**src/rtl/core/sbd_pkg.sv**
```systemverilog
// Shared types, constants and helper functions for the session report parser.
`default_nettype none

package sbd_pkg;

    localparam int TAG_LEN     = 6;
    localparam int FIELD_COUNT = 6;
    localparam int LAST_FIELD  = FIELD_COUNT - 1;

    localparam logic [7:0] CH_NEWLINE = 8'd10;
    localparam logic [7:0] CH_COLON   = 8'h3A;
    localparam logic [7:0] CH_COMMA   = 8'h2C;
    localparam logic [7:0] CH_PLUS    = 8'h2B;
    localparam logic [7:0] CH_MINUS   = 8'h2D;
    localparam logic [7:0] CH_ZERO    = 8'h30;
    localparam logic [7:0] CH_NINE    = 8'h39;
    localparam logic [7:0] CH_SPACE   = 8'h20;
    localparam logic [7:0] CH_TAB     = 8'd9;
    localparam logic [7:0] CH_CR      = 8'd13;

    typedef enum logic [1:0] {
        PH_SKIP   = 2'd0,
        PH_SIGN   = 2'd1,
        PH_DIGITS = 2'd2,
        PH_DONE   = 2'd3
    } t_phase;

    typedef struct packed {
        logic        report_valid;
        logic [7:0]  origin_status;
        logic [15:0] origin_sequence;
        logic [15:0] terminated_status;
        logic [15:0] terminated_sequence;
        logic [15:0] terminated_length;
        logic [15:0] queued_count;
        logic        message_waiting;
        logic        more_queued;
    } t_result;

    function automatic logic [7:0] tag_char(input logic [2:0] pos);
        logic [7:0] c;
        unique case (pos)
            3'd0:    c = 8'h2B; // '+'
            3'd1:    c = 8'h53; // 'S'
            3'd2:    c = 8'h42; // 'B'
            3'd3:    c = 8'h44; // 'D'
            3'd4:    c = 8'h49; // 'I'
            3'd5:    c = 8'h58; // 'X'
            default: c = 8'h00;
        endcase
        return c;
    endfunction

    function automatic logic is_space(input logic [7:0] b);
        return (b == CH_SPACE) || (b >= CH_TAB && b <= CH_CR);
    endfunction

endpackage

`default_nettype wire

```
**src/rtl/core/sbd_line_parser.sv**
```systemverilog
// Running parse state for one response line and the result it gives at line end.
`default_nettype none

module sbd_line_parser
    import sbd_pkg::*;
(
    input  wire logic       i_clk,
    input  wire logic       i_rst_n,
    input  wire logic       i_step,
    input  wire logic [7:0] i_byte,
    output t_result         o_result
);

    localparam logic [2:0] TAG_END = 3'(TAG_LEN);
    localparam logic [2:0] FN_LAST = 3'(LAST_FIELD);

    logic [2:0]  r_tag_match_pos, n_tag_match_pos;
    logic        r_tag_seen, n_tag_seen;
    logic        r_in_fields, n_in_fields;
    logic [2:0]  r_field_number, n_field_number;
    t_phase      r_phase, n_phase;
    logic        r_negative, n_negative;
    logic [15:0] r_field_values [FIELD_COUNT];
    logic [15:0] n_field_values [FIELD_COUNT];

    logic        is_digit;
    logic [15:0] cur_value;
    logic [15:0] times_ten;
    logic [15:0] digit_value;
    logic [15:0] acc_value;
    logic        take_digit;
    logic        valid;

    assign is_digit    = (i_byte >= CH_ZERO) && (i_byte <= CH_NINE);
    assign cur_value   = r_field_values[r_field_number];
    assign times_ten   = {cur_value[12:0], 3'b000} + {cur_value[14:0], 1'b0};
    assign digit_value = {12'd0, i_byte[3:0]};
    assign acc_value   = r_negative ? (times_ten - digit_value) : (times_ten + digit_value);

    always_comb begin
        n_tag_match_pos = r_tag_match_pos;
        n_tag_seen      = r_tag_seen;
        n_in_fields     = r_in_fields;
        n_field_number  = r_field_number;
        n_phase         = r_phase;
        n_negative      = r_negative;
        take_digit      = 1'b0;
        for (int i = 0; i < FIELD_COUNT; i++) begin
            n_field_values[i] = r_field_values[i];
        end

        if (i_step) begin
            if (i_byte == CH_NEWLINE) begin
                n_tag_match_pos = '0;
                n_tag_seen      = 1'b0;
                n_in_fields     = 1'b0;
                n_field_number  = '0;
                n_phase         = PH_SKIP;
                n_negative      = 1'b0;
                for (int i = 0; i < FIELD_COUNT; i++) begin
                    n_field_values[i] = '0;
                end
            end else if (!r_tag_seen) begin
                if (r_tag_match_pos < TAG_END && i_byte == tag_char(r_tag_match_pos)) begin
                    n_tag_match_pos = r_tag_match_pos + 3'd1;
                    if (r_tag_match_pos == TAG_END - 3'd1) begin
                        n_tag_seen = 1'b1;
                    end
                end else begin
                    n_tag_match_pos = (i_byte == CH_PLUS) ? 3'd1 : 3'd0;
                end
            end else if (!r_in_fields) begin
                if (i_byte == CH_COLON) begin
                    n_in_fields    = 1'b1;
                    n_field_number = '0;
                    n_phase        = PH_SKIP;
                    n_negative     = 1'b0;
                end
            end else if (i_byte == CH_COMMA && r_field_number < FN_LAST) begin
                n_field_number = r_field_number + 3'd1;
                n_phase        = PH_SKIP;
                n_negative     = 1'b0;
            end else begin
                unique case (r_phase)
                    PH_SKIP: begin
                        if (is_space(i_byte)) begin
                            n_phase = PH_SKIP;
                        end else if (i_byte == CH_PLUS || i_byte == CH_MINUS) begin
                            n_negative = (i_byte == CH_MINUS);
                            n_phase    = PH_SIGN;
                        end else if (is_digit) begin
                            take_digit = 1'b1;
                            n_phase    = PH_DIGITS;
                        end else begin
                            n_phase = PH_DONE;
                        end
                    end
                    PH_SIGN, PH_DIGITS: begin
                        if (is_digit) begin
                            take_digit = 1'b1;
                            n_phase    = PH_DIGITS;
                        end else begin
                            n_phase = PH_DONE;
                        end
                    end
                    PH_DONE: n_phase = PH_DONE;
                    default: n_phase = PH_DONE;
                endcase
                if (take_digit) begin
                    n_field_values[r_field_number] = acc_value;
                end
            end
        end
    end

    always_ff @(posedge i_clk) begin
        if (!i_rst_n) begin
            r_tag_match_pos <= '0;
            r_tag_seen      <= 1'b0;
            r_in_fields     <= 1'b0;
            r_field_number  <= '0;
            r_phase         <= PH_SKIP;
            r_negative      <= 1'b0;
            for (int i = 0; i < FIELD_COUNT; i++) begin
                r_field_values[i] <= '0;
            end
        end else begin
            r_tag_match_pos <= n_tag_match_pos;
            r_tag_seen      <= n_tag_seen;
            r_in_fields     <= n_in_fields;
            r_field_number  <= n_field_number;
            r_phase         <= n_phase;
            r_negative      <= n_negative;
            for (int i = 0; i < FIELD_COUNT; i++) begin
                r_field_values[i] <= n_field_values[i];
            end
        end
    end

    // result as it stands at the line end; all zero unless the report is complete
    assign valid = r_in_fields && (r_field_number == FN_LAST);

    always_comb begin
        o_result                     = '0;
        o_result.report_valid        = valid;
        if (valid) begin
            o_result.origin_status       = r_field_values[0][7:0];
            o_result.origin_sequence     = r_field_values[1];
            o_result.terminated_status   = r_field_values[2];
            o_result.terminated_sequence = r_field_values[3];
            o_result.terminated_length   = r_field_values[4];
            o_result.queued_count        = r_field_values[5];
            o_result.message_waiting     = (r_field_values[2] == 16'd1)
                                           && (r_field_values[4] != 16'd0);
            o_result.more_queued         = o_result.message_waiting
                                           && (r_field_values[5] != 16'd0);
        end
    end

`ifndef SYNTHESIS
    a_fields_need_colon: assert property (@(posedge i_clk) disable iff (!i_rst_n)
        !r_in_fields |-> (r_field_number == 3'd0))
        else $error("field index moved before the colon");

    a_colon_needs_tag: assert property (@(posedge i_clk) disable iff (!i_rst_n)
        r_in_fields |-> r_tag_seen)
        else $error("field parsing without tag");

    a_line_end_clears: assert property (@(posedge i_clk) disable iff (!i_rst_n)
        (i_step && i_byte == CH_NEWLINE) |=>
            (!r_tag_seen && !r_in_fields && r_tag_match_pos == 3'd0))
        else $error("line state not cleared at newline");
`endif

endmodule

`default_nettype wire

```
**src/rtl/core/sbd_session_response_parser.sv**
```systemverilog
// Session report parser top level: input register, line parser, result register.
// A newline is held in the input register, then its result is held in the result register.
// Throughput: one byte per cycle while not stalled, one parse pass per registered byte.
// A newline waits in the input register only while the result register is full and stalled.
// Reset (synchronous, active low) clears the handshake flags and all line parse state.
`default_nettype none

module sbd_session_response_parser
    import sbd_pkg::*;
(
    input  wire logic        i_clk,
    input  wire logic        i_rst_n,
    input  wire logic        i_valid,
    output logic             o_stall,
    input  wire logic [7:0]  i_in_byte,
    output logic             o_valid,
    input  wire logic        i_stall,
    output logic             o_report_valid,
    output logic [7:0]       o_origin_status,
    output logic [15:0]      o_origin_sequence,
    output logic [15:0]      o_terminated_status,
    output logic [15:0]      o_terminated_sequence,
    output logic [15:0]      o_terminated_length,
    output logic [15:0]      o_queued_count,
    output logic             o_message_waiting,
    output logic             o_more_queued
);

    logic       r_in_valid, n_in_valid;
    logic [7:0] r_in_byte;
    logic       r_out_valid, n_out_valid;
    t_result    r_out;
    t_result    line_result;
    logic       in_newline;
    logic       stage_go;
    logic       in_take;

    assign in_newline = (r_in_byte == CH_NEWLINE);
    // only a newline needs the result register
    assign stage_go   = r_in_valid && !(in_newline && r_out_valid && i_stall);
    assign o_stall    = r_in_valid && !stage_go;
    assign in_take    = i_valid && !o_stall;

    sbd_line_parser u_parser (
        .i_clk    (i_clk),
        .i_rst_n  (i_rst_n),
        .i_step   (stage_go),
        .i_byte   (r_in_byte),
        .o_result (line_result)
    );

    always_comb begin
        n_in_valid = r_in_valid;
        if (in_take) begin
            n_in_valid = 1'b1;
        end else if (stage_go) begin
            n_in_valid = 1'b0;
        end

        n_out_valid = r_out_valid;
        if (stage_go && in_newline) begin
            n_out_valid = 1'b1;
        end else if (!i_stall) begin
            n_out_valid = 1'b0;
        end
    end

    always_ff @(posedge i_clk) begin
        if (!i_rst_n) begin
            r_in_valid  <= 1'b0;
            r_out_valid <= 1'b0;
        end else begin
            r_in_valid  <= n_in_valid;
            r_out_valid <= n_out_valid;
        end
    end

    always_ff @(posedge i_clk) begin
        if (in_take) begin
            r_in_byte <= i_in_byte;
        end
        if (stage_go && in_newline) begin
            r_out <= line_result;
        end
    end

    assign o_valid               = r_out_valid;
    assign o_report_valid        = r_out.report_valid;
    assign o_origin_status       = r_out.origin_status;
    assign o_origin_sequence     = r_out.origin_sequence;
    assign o_terminated_status   = r_out.terminated_status;
    assign o_terminated_sequence = r_out.terminated_sequence;
    assign o_terminated_length   = r_out.terminated_length;
    assign o_queued_count        = r_out.queued_count;
    assign o_message_waiting     = r_out.message_waiting;
    assign o_more_queued         = r_out.more_queued;

`ifndef SYNTHESIS
    a_stall_cause: assert property (@(posedge i_clk) disable iff (!i_rst_n)
        o_stall |-> (r_in_valid && in_newline && r_out_valid && i_stall))
        else $error("input stalled without a blocked newline");

    a_newline_gives_result: assert property (@(posedge i_clk) disable iff (!i_rst_n)
        (stage_go && in_newline) |=> o_valid)
        else $error("newline item gave no result");

    a_more_needs_waiting: assert property (@(posedge i_clk) disable iff (!i_rst_n)
        (o_valid && o_more_queued) |-> (o_message_waiting && o_report_valid))
        else $error("more queued flagged without a waiting message");
`endif

endmodule

`default_nettype wire

```
**config.mk**
```make
export PLATFORM = sky130hd
export DESIGN_NAME = sbd_session_response_parser
export DESIGN_NICKNAME = d
export VERILOG_FILES = /design/src/rtl/core/sbd_pkg.sv /design/src/rtl/core/sbd_line_parser.sv /design/src/rtl/core/sbd_session_response_parser.sv
export SDC_FILE = /design/constraint.sdc
export NUM_CORES = 1
export LEC_CHECK = 0
export ABC_AREA = 1
export BUFFER_PORTS_ARGS = -buffer_cell sky130_fd_sc_hd__buf_2
export CAP_MARGIN = 20
export CORE_MARGIN = 2
export CORE_UTILIZATION = 40
export CTS_CLUSTER_DIAMETER = 200
export DETAILED_ROUTE_END_ITERATION = 6
export SLEW_MARGIN = 20
export SYNTH_ARGS = -nofsm -noshare
export SYNTH_HDL_FRONTEND = slang
export SYNTH_SLANG_ARGS = --single-unit
```
**constraint.sdc**
```tcl
create_clock -name i_clk -period 5.2 [get_ports i_clk]
set_input_delay 0.52 -clock i_clk [delete_from_list [all_inputs] [get_ports i_clk]]
set_output_delay 0.52 -clock i_clk [all_outputs]
set_load 0.03 [all_outputs]
```
==> impl_metrics.env, run 1 <==
export IMPL_start_util_pct=40.56
export IMPL_fp_dieW_microns=169.1
export IMPL_final_cell_mix="353 x nand2_1, 179 x inv_1, 141 x nor2_1"
export IMPL_place_congestion=0.9317
export IMPL_p_leak_uw=0.005040
export IMPL_synth_cell_types=52
export IMPL_max_freq_mhz=217.1
export IMPL_grt_pass1_vias=8712
export IMPL_drt_wl_total_microns=30490
export IMPL_syn2layout_area_growth_pct=14.38
export IMPL_ir_worst_vdd_mv=0.2420
export IMPL_cp_end_kind="flip-flop"
export IMPL_first_pass_iters=5
export IMPL_grt_pass1_wl_microns=47610
export IMPL_grt_remaining_overflow=0
export IMPL_grt_start_max_net_pins=89
export IMPL_clock_path_buffers=3
export IMPL_crit_type="flip-flop to flip-flop"
export IMPL_avgSynthCellArea_sq_um=7.928
export IMPL_swShare_pct=22.33
export IMPL_clock_sinks=210
export IMPL_die_area_sq_um=28590
export IMPL_ys_flop_type="dfxtp_1"
export IMPL_switching_power_uw=770.4
export IMPL_worst_pin_slew_ps=929.0
export IMPL_cap_violations=0
export IMPL_final_common_cell="nand2_1"
export IMPL_drv_slew=0
export IMPL_comb_power_share_pct=1.9
export IMPL_yosysTopAreaCell="edfxtp_1"
export IMPL_drt_iter0_drc=779
export IMPL_htree_num_levels=1
export IMPL_status="finished clean"
export IMPL_setup_viol=0
export IMPL_grtUsageMet1_pct=29.74
export IMPL_cp_arrival_ps=5060
export IMPL_fin_skew_ps=23.66
export IMPL_antenna_cells=0
export IMPL_fin_nets=1509
export IMPL_ys_ff_latch=210
export IMPL_critical_path_required_ps=5660
export IMPL_pre_cts_ws_ps=753.1
export IMPL_seqPwrFrac_pct=50.2
export IMPL_async_flop_share_pct=0
export IMPL_whs_ps=155.7
export IMPL_cts_hold_buf=0
export IMPL_post_route_period_util_pct=88.60
export IMPL_internal_power_uw=2680
export IMPL_relSlewSlack_pct=37.73
export IMPL_cts_buffers=25
export IMPL_hold_viol=0
export IMPL_cts_setup_buffers=0
export IMPL_port_buffers=104
export IMPL_rows=60
export IMPL_rsz0062_at_grt="no"
export IMPL_grtUsageMet3_pct=2.829
export IMPL_viasPerCell=5.148
export IMPL_syn_nets=1419
export IMPL_synth_edf_count=99
export IMPL_worst_path_max_fanout=16
export IMPL_p_clk_share_pct=47.8
export IMPL_drive_gt1_share_pct=15.30
export IMPL_synthesis_area_sq_um=10900
export IMPL_power_density_nw_per_um2=276.7
export IMPL_synth_area_top_cells="edfxtp_1 27%, dfxtp_1 20%, nand2_1 12%, inv_1 6.2%, a21oi_1 5.7%"
export IMPL_start_kind="flip-flop"
export IMPL_syn_inst=1375
export IMPL_cts_tree="built"
export IMPL_grt_busiest_layer="met2"
export IMPL_ys_warn_count=0
export IMPL_die_h_microns=169.1
export IMPL_io_pins=105
export IMPL_wl_per_cell_microns=16.71
export IMPL_hp_start="i_in_byte[3]"
export IMPL_vias=9396
export IMPL_use_met2_pct=33.70
export IMPL_grt_usage_pct=21.20
export IMPL_finalWorstSetupSlack_ps=592.9
export IMPL_antenna_found_initial=0
export IMPL_final_antenna_net_count=0
export IMPL_clk_pin_slew_worst_paths_ps=70
export IMPL_hp_class="input pin to flip-flop"
export IMPL_ys_seq_area_share_pct=47.66
export IMPL_fin_crit_ps=4607
export IMPL_clkLatencyLatePin_ps=550
export IMPL_core_sq_um=26880
export IMPL_netlist_area_leader_share_pct=27.27
export IMPL_cts_root_buf="clkbuf_16"
export IMPL_fin_tns_setup_ps=0
export IMPL_place_hpwl_microns=21930
export IMPL_cts_resized_gates=0
export IMPL_drc=0
==> worst paths after layout <==
check / endpoint / slack, ps / depth (start not counted)
min reg2reg: u_parser.r_field_values[0][1] / 460 / 2
max: u_parser.r_field_values[0][10] / 590 / 15
min: r_in_byte[3] / 160 / 1
max reg2reg: u_parser.r_field_values[0][10] / 590 / 15
==> registers in the layout, summed over array words and instances, names as in the netlist, 2 cells and up, named ones only <==
name	flops
u_parser.r_field_number	3
r_in_byte	8
u_parser.r_field_values	95
o_queued_count	16
o_terminated_sequence	16
o_terminated_length	16
u_parser.r_phase	2
u_parser.r_tag_match_pos	3
o_origin_status	8
o_terminated_status	16
o_origin_sequence	16
==> per-layer routing <==
layer,share of wire [%],routed length [microns]
met5,0,0
met4,3.6,1088
met3,6.4,1956
met2,45,13620
met1,45,13830
==> cell families (layout without fill, tap and decap cells) <==
family | count (synthesis) | count (layout) | synth area share, %
AOI/OAI and AO/OA | 255 | 255 | 14.07
buffers and inverters | 242 | 351 | 8.976
muxes | 1 | 1 | 0.09183
DFF | 210 | 210 | 47.66
xor gates and xnor gates | 12 | 12 | 1.033
and+or+nand+nor | 623 | 623 | 24.29
adders and majority gates | 32 | 32 | 3.880
==> cells in the mapped netlist, types with 4 or more instances <==
library cell / count
a21oi_1: 124
a21oi_2: 34
buf_1: 4
buf_2: 8
buf_6: 6
clkbuf_1: 32
dfxtp_1: 111
edfxtp_1: 99
ha_1: 29
inv_1: 181
inv_2: 8
nand2_1: 353
nand2_2: 6
nand3_1: 73
nand4_1: 14
nor2_1: 141
nor3_1: 7
nor4_1: 11
o21ai_0: 67
o21ai_4: 6
o31ai_1: 5
xor2_1: 10
==> metrics by stage <==
step | std cells | total power (uW) | utilization [%] | cell area (sq um)
after floorplan | 1375 | 1809 | - | 10900
final | 1825 | 3450 | 46.39 | 12470
after detailed placement | 1779 | 1835 | 43.53 | 11700
after global placement | 1779 | 1835 | 43.53 | 11700
after global routing | 1825 | 3543 | 46.39 | 12470
after CTS | 1825 | 3475 | 46.39 | 12470
==> final cells by class <==
cell class / count / area, sq um
fillers: 2676 / 14410
flip-flops and latches: 210 / 5195
multi-input cells: 923 / 4740
inverters: 190 / 723.2
clock buffers: 30 / 644.4
repair buffers: 115 / 615.6
well taps: 341 / 426.7
clock inverters: 16 / 123.9
==> worst max-delay path, cell delays in order, from the launching register on <==
cell	delay, ps
dfxtp_1	670
inv_1	370
a21oi_1	440
o21ai_0	300
ha_1	350
fa_1	480
xnor2_1	400
inv_2	60
nor2_1	100
nand2_1	70
nor2_1	170
nand2_1	90
o21ai_1	180
xor2_1	590
nand2_1	100
a21oi_1	150
==> power groups by stage <==
stage	combinational [uW]	sequential [uW]	clock, uW
floorplan	45.2	1760	0
global placement	65.7	1770	0
detailed placement	65.7	1770	0
CTS	66.0	1730	1680
global route	73.0	1730	1740
finish	66.5	1730	1650
Note: power is estimated with default switching activity, not from simulation.
==> run 2: changes to the inputs <==
- BUFFER_PORTS_ARGS: -buffer_cell sky130_fd_sc_hd__buf_2 -> -buffer_cell sky130_fd_sc_hd__clkbuf_2
- SLEW_MARGIN: 20 -> 10
==> run 2 against run 1 <==
Compared with the run above:
- core utilization shrank 0.19 points
- critical path depth grew 3
- sequential share of layout area up 0.17 points
==> impl_metrics.env, run 2 (synthesis gave the netlist of run 1 again) <==
export IMPL_rsz0062_at_grt="no"
export IMPL_rows=60
export IMPL_ir_worst_vdd_mv=0.2314
export IMPL_worst_path_max_fanout=16
export IMPL_post_route_period_util_pct=88.60
export IMPL_final_cell_mix="353 x nand2_1, 179 x inv_1, 141 x nor2_1"
export IMPL_p_total_uw=3355
export IMPL_fin_nets=1508
export IMPL_cp_common_cell="nand2_1"
export IMPL_io_pins=105
export IMPL_vias=9315
export IMPL_grt_start_max_net_pins=89
export IMPL_antenna_cells=0
export IMPL_dp_cells=1779
export IMPL_max_freq_mhz=217.1
export IMPL_drt_iter0_drc=781
export IMPL_crit_family="simple AND/OR/NAND/NOR gates"
export IMPL_viasPerCell=5.110
export IMPL_finalWorstSetupSlack_ps=592.8
export IMPL_top_register="u_parser.r_field_values"
export IMPL_clk_pin_slew_worst_paths_ps=60
export IMPL_final_antenna_net_count=0
export IMPL_critical_path_required_ps=5620
export IMPL_antenna_found_initial=0
export IMPL_grt_remaining_overflow=0
export IMPL_p_leak_uw=0.004924
export IMPL_regArea_sq_um=5195
export IMPL_drt_wl_total_microns=30320
export IMPL_hold_viol=0
export IMPL_fin_skew_ps=16.66
export IMPL_multiInputGateArea_sq_um=4740
export IMPL_setup_viol=0
export IMPL_cp_slowest_cell="dfxtp_1"
export IMPL_worstPathCellList="inv_1, a21oi_1, o21ai_0, nand2_1, o21ai_0, ha_1, fa_1, or2_2, a21oi_1, o21ai_0, nor2_1, nand2_1, nor2_1, nand2_1, nand2_1, xor2_2, nand2_1, a21oi_1"
export IMPL_cp_arrival_ps=5030
export IMPL_cp_end_kind="flip-flop"
export IMPL_worst_pin_slew_ps=1007
export IMPL_critPathMaxStageDelay_ps=700
export IMPL_crit_type="flip-flop to flip-flop"
export IMPL_drive_gt1_share_pct=15.11
export IMPL_cts_tree="built"
export IMPL_first_pass_iters=5
export IMPL_fin_cells=1823
export IMPL_die_area_sq_um=28590
export IMPL_hp_class="input pin to flip-flop"
export IMPL_grt_pass1_wl_microns=47550
export IMPL_core_sq_um=26880
export IMPL_power_density_nw_per_um2=270.2
export IMPL_cts_root_buf="clkbuf_16"
export IMPL_cts_buffers=24
export IMPL_r2r_setup_slack_ps=590
export IMPL_pre_cts_ws_ps=739.2
export IMPL_final_common_cell="nand2_1"
export IMPL_relSlewSlack_pct=32.87
export IMPL_fin_crit_ps=4607
export IMPL_clock_path_buffers=3
export IMPL_status="finished clean"
export IMPL_port_buffers=104
export IMPL_drv_slew=0
export IMPL_cts_setup_buffers=0
export IMPL_wl_per_cell_microns=16.63
export IMPL_cap_violations=0
export IMPL_place_congestion=0.9393
export IMPL_cts_resized_gates=0
export IMPL_die_h_microns=169.1
export IMPL_grt_usage_pct=21.23
export IMPL_drc=0
export IMPL_largest_reg_flops=95
export IMPL_place_hpwl_microns=21790
export IMPL_nFillCells=2654
export IMPL_fin_tns_setup_ps=0
export IMPL_syn2layout_area_growth_pct=13.91
export IMPL_grt_pass1_vias=8653
export IMPL_start_util_pct=40.56
export IMPL_clkLatencyLatePin_ps=530
export IMPL_fp_dieW_microns=169.1
export IMPL_clock_sinks=210
export IMPL_critPathBufInv=1
export IMPL_cts_hold_buf=0
export IMPL_htree_num_levels=1
export IMPL_start_kind="flip-flop"
==> run 2: final cells by class <==
type	instances	share of cell area [%]
clock buffer	34	5.220
clock inverter	10	0.5542
inverter	190	5.824
multi-input combinational	923	38.17
sequential	210	41.84
tap	341	3.436
timing repair buffer	115	4.958
==> run 2: path summary, 6_finish.rpt <==
check / startpoint / to / cells past startpoint
min reg2reg: u_parser.r_field_values[0][0] / u_parser.r_field_values[0][0] / 2
min: i_in_byte[2] / r_in_byte[2] / 1
max reg2reg: flip-flop / u_parser.r_field_values[0][11] / 18
max: flip-flop / u_parser.r_field_values[0][11] / 18
==> run 2: metal layers <==
layer	vias to the layer above	GRT usage, %	share of wire, %
met5	-	0	0
met4	0	7.878	4.0
met3	58	2.829	6.7
met2	336	33.82	44
met1	4277	29.61	45
li1	4644	-	-
==> run 2: power breakdown <==
| part | internal, uW | leakage (uW) | switching [uW] |
|---|---|---|---|
| registers | 1720 | 0.00203 | 11.0 |
| clock network | 874 | 0.000346 | 681 |
| logic | 16.8 | 0.00255 | 50.4 |
| total | 2610 | 0.00492 | 742 |
==> run 2: through the flow <==
| stage | hold WS, ps | area, sq um | utilization (%) |
|---|---|---|---|
| finish | 180.0 | 12420 | 46.20 |
| global route | 167.5 | 12420 | 46.20 |
| detailed placement | 453.9 | 11700 | 43.53 |
| floorplan | 439.0 | 10900 | - |
| global placement | 449.7 | 11700 | 43.53 |
| CTS | 164.4 | 12420 | 46.20 |
